`src/sv/mts_pkg.sv`:
```
// Shared types for the least-time search block.
`default_nettype none
package mts_pkg;
    typedef struct packed {
        logic [31:0] machine_time;
        logic        last_machine;
    } t_in;

    typedef struct packed {
        logic [63:0] min_time;
        logic        overflowed;
    } t_out;

    // controller -> datapath
    typedef struct packed {
        logic load;         // store one machine time
        logic set_bounds;   // low = 1, high = target * largest
        logic probe_mid;    // start probe at midpoint
        logic probe_low;    // start final probe at low
        logic rd;           // read store at walk index
        logic div_start;    // divide probe time by read machine time
        logic accum;        // fold quotient into running sum
        logic update;       // move a search bound
        logic emit;         // load result, clear the set
    } t_cmd;

    // datapath -> controller
    typedef struct packed {
        logic low_lt_high;
        logic walk_end;
        logic mem_zero;
        logic div_done;
        logic out_free;
    } t_stat;
endpackage
`default_nettype wire

```
`src/sv/mts_ctrl.sv`:
```
// Controller: load phase, binary search and per-probe machine walk.
`default_nettype none
module mts_ctrl import mts_pkg::*; (
    input  wire logic i_clk,
    input  wire logic i_rst_n,
    input  wire logic i_in_valid,
    input  wire logic i_last,
    output logic      o_in_stall,
    input  wire t_stat i_stat,
    output t_cmd      o_cmd
);
    typedef enum logic [2:0] {
        S_IDLE, S_BOUNDS, S_CHECK, S_WALK, S_RD, S_DIV, S_DECIDE, S_OUT
    } t_state;

    t_state r_state;
    logic   r_final;

    assign o_in_stall = (r_state != S_IDLE);

    always_comb begin
        o_cmd = '0;
        unique case (r_state)
            S_IDLE:   o_cmd.load       = i_in_valid;
            S_BOUNDS: o_cmd.set_bounds = 1'b1;
            S_CHECK: begin
                o_cmd.probe_mid = i_stat.low_lt_high;
                o_cmd.probe_low = !i_stat.low_lt_high;
            end
            S_WALK:   o_cmd.rd        = !i_stat.walk_end;
            S_RD:     o_cmd.div_start = !i_stat.mem_zero;
            S_DIV:    o_cmd.accum     = i_stat.div_done;
            S_DECIDE: o_cmd.update    = !r_final;
            S_OUT:    o_cmd.emit      = i_stat.out_free;
            default:  o_cmd = '0;
        endcase
    end

    always_ff @(posedge i_clk) begin
        if (!i_rst_n) begin
            r_state <= S_IDLE;
            r_final <= 1'b0;
        end else begin
            unique case (r_state)
                S_IDLE:   if (i_in_valid && i_last) r_state <= S_BOUNDS;
                S_BOUNDS: r_state <= S_CHECK;
                S_CHECK: begin
                    r_final <= !i_stat.low_lt_high;
                    r_state <= S_WALK;
                end
                S_WALK:   r_state <= i_stat.walk_end ? S_DECIDE : S_RD;
                S_RD:     r_state <= i_stat.mem_zero ? S_WALK : S_DIV;
                S_DIV:    if (i_stat.div_done) r_state <= S_WALK;
                S_DECIDE: r_state <= r_final ? S_OUT : S_CHECK;
                S_OUT:    if (i_stat.out_free) r_state <= S_IDLE;
                default:  r_state <= S_IDLE;
            endcase
        end
    end

    a_emit_final: assert property (@(posedge i_clk) disable iff (!i_rst_n)
        o_cmd.emit |-> r_final)
        else $error("result emitted before final probe");
    a_div_after_rd: assert property (@(posedge i_clk) disable iff (!i_rst_n)
        o_cmd.div_start |-> $past(o_cmd.rd))
        else $error("divide started without a store read");
endmodule
`default_nettype wire

```
`config.mk`:
```
export PLATFORM = sky130hd
export DESIGN_NAME = mts_ctrl
export DESIGN_NICKNAME = d
export VERILOG_FILES = /design/src/sv/mts_pkg.sv /design/src/sv/mts_ctrl.sv
export SDC_FILE = /design/constraint.sdc
export NUM_CORES = 1
export LEC_CHECK = 0
export BUFFER_PORTS_ARGS = -buffer_cell sky130_fd_sc_hd__buf_4
export CAP_MARGIN = 20
export CORE_AREA = 5 5 42 44
export DETAILED_ROUTE_END_ITERATION = 10
export DIE_AREA = 0 0 47 49
export PLACE_DENSITY = 0.49
export SETUP_SLACK_MARGIN = 0.02
export SYNTH_ARGS = -nofsm -noshare
export SYNTH_HDL_FRONTEND = slang
export SYNTH_SLANG_ARGS = --single-unit
```
`constraint.sdc`:
```
create_clock -name i_clk -period 1.1 [get_ports i_clk]
set_input_delay 0.055 -clock i_clk [delete_from_list [all_inputs] [get_ports i_clk]]
set_output_delay 0.055 -clock i_clk [all_outputs]
set_load 0.03 [all_outputs]
```
==> impl_metrics.toml <==
[run_status]
status = "finished with violations"
violations = "setup timing"

[yosys]
ys_types = 24
ys_seq_area_frac = 0.239
syn_avg_cell_area_sq_um = 7.80
synth_area_sq_um = 335
yosysWarnings = 0
ys_ff_latch = 4
synthesis.nets = 52
syn_inst = 43

[drt]
drt-wirelength-per-cell_um = 11.7
postRouteWirelength_mm = 1.05
via_per_inst = 4.56
vias = 410
ant_nets = 0
drt_iter0_drc = 7
first_pass_iters = 2
drcViolationCount = 0

[global_routing]
antenna_found_initial = 0
grt_overflow = 0
grt_pass1_vias = 405
grt_pass1_wl_mm = 1.75
grt_max_degree = 9
grt_util_all_layers = 0.102

[layout]
instances_no_fill = 90
final_area_sq_um = 747
drive_gt1_frac = 0.703
area_growth_pct = 123
antenna_cells = 0
fin_util = 0.533
n_fill_cell = 138
nNetsFinal = 85

[sta]
finalHoldViolCount = 0
worst_pin_slew_ns = 0.250
fin_skew_ns = 0.00145
setup_slack_ns = -0.168
slew_headroom = 0.833
rsz0062_at_grt = "yes"
period_share = 1.15
fmax_mhz = 789
fin_crit_ns = 1.27
setup_viol = 13
final_max_slew_viol_count = 0

[clock_tree]
cts_buffers = 3
cts_buffer_depth = 2
htree_levels = 1
clkTransAtPathRegs_ns = 0.04
clkSinkCount = 4
clk_latency_ns = 0.23
cts_tree = "done"
cts-root-buf = "clkbuf_4"
cts_hold_buf = 0

[critical_path]
worstSetupPathType = "reg2out"
cp_max_fo = 5
start_kind = "flip-flop"
arrival_ns = 1.21
critPathCaptureType = "output pin"
critical_path_required_ns = 1.04

[power_and_ir_drop]
power_density_nw_per_um2 = 792
vdd_drop_max_uv = 447
finalPower_uw = 591
leakagePower_uw = 0.000355

[placement]
portBuffers = 18
dp.cells = 81
hpwl_um = 754
gp_congestion = 0.707
placed_area_sq_um = 561

[die]
die-height_um = 49
start_util = 0.239
coreArea_sq_um = 1400
io_pins = 19
dieArea_sq_um = 2300
row_count = 14
dieWidth_um = 47

[min_path]
hp-class = "in2reg"

[flow_run]
timing.max_cap.violations = 0
## critical path: stages, from the launching register on
cell	delay, ns
dfxtp_4	0.35
or3_4	0.40
nor2_4	0.09
buf_6	0.13
## Yosys cell counts
cell type  instances  area, sq um
a211o_1            1         8.76
and2_1             2         12.5
and2b_1            1         7.51
and3_1             1         6.26
and4_1             1         8.76
buf_2              2         10.0
buf_6              1         11.3
dfxtp_1            4         80.1
inv_1              1         3.75
mux2i_1            1         10.0
nand2_1            3         11.3
nand2b_1           1         6.26
nand4_1            1         6.26
nor2_1             4         15.0
nor2b_1            5         31.3
nor3_1             3         15.0
nor3b_1            2         15.0
nor4b_2            1         15.0
o21ai_0            3         15.0
o21ai_2            1         8.76
o21ba_1            1         10.0
o31a_1             1         8.76
o31ai_1            1         7.51
or3_4              1         11.3
## path summary, 6_finish.rpt
kind	cells after the start	startpoint	endpoint	slack (ns)
worst max-delay path	3	r_state[1]$_SDFFE_PN0P_	o_cmd[8]	-0.17
worst min-delay path	2	i_rst_n	r_state[2]$_SDFFE_PN0P_	0.08
worst max register to register	3	r_state[1]$_SDFFE_PN0P_	r_state[0]$_SDFFE_PN0P_	-0.07
worst min register to register	2	r_final$_SDFFE_PN0N_	r_final$_SDFFE_PN0N_	0.59
## flip-flops by register name, summed over array words and instances, names as in the netlist
register and flops:
r_state 3, r_final 1
## kinds of logic (layout without fill, tap and decap cells)
kind of cell,count (synthesis),after routing,share of synthesized area
AO/OA/AOI/OAI,8,8,0.175
buffers and inverters,4,35,0.0746
flip-flops,4,4,0.239
multiplexers,1,1,0.0299
AND/OR/NAND/NOR,26,26,0.481
## layout by cell type, fill, tap and decap left out, drive strengths merged
master,Yosys,layout
a211o,1,1
o21ba,1,1
inv,1,1
nor4b,1,1
nor2b,5,5
and4,1,1
nor3b,2,2
o31ai,1,1
o21ai,4,4
nand4,1,1
nor2,4,4
or3,1,1
nand2b,1,1
nor3,3,3
clkbuf,0,3
and2,2,2
buf,3,31
o31a,1,1
nand2,3,3
and3,1,1
dfxtp,4,4
mux2i,1,1
and2b,1,1
## per-layer routing
layer	part of all wire	wire length [um]	vias up	GRT usage
met5	0	0	-	0
met2	0.52	549	9	0.154
met4	0	0	0	0.0415
met1	0.44	458	185	0.136
li1	-	-	216	-
met3	0.041	43	0	0.0221
## where the power goes
| part | internal, uW | leakage (uW) | switching, uW | total (uW) |
|---|---|---|---|---|
| clock | 122 | 0.0000138 | 62.2 | 184 |
| combinational | 137 | 0.000306 | 111 | 248 |
| sequential | 151 | 0.0000345 | 7.77 | 159 |
## final cells by class
class | count | area, sq um | area share
multi-input cells | 35 | 315 | 0.422
repair buffers | 31 | 297 | 0.397
flip-flops and latches | 4 | 88.8 | 0.119
clock buffers | 3 | 22.5 | 0.0302
well taps | 16 | 20.0 | 0.0268
inverters | 1 | 3.75 | 0.00503
## per-stage QoR
step | TNS, ns | setup slack [ns] | hold WS, ns
floorplan | -0.279 | -0.219 | 0.151
global placement | -0.179 | -0.0749 | 0.319
detailed placement | -0.273 | -0.102 | 0.320
CTS | -1.37 | -0.182 | 0.0750
global route | -1.68 | -0.218 | 0.0875
finish | -1.11 | -0.168 | 0.0843
## timing repair
item,in CTS,in global routing
buffers inserted,5,1
pin swaps,9,8
gates resized for setup,17,15
setup endpoints to repair,14,13
gates cloned,0,0
No activity file was read; power rests on OpenSTA's default activity.
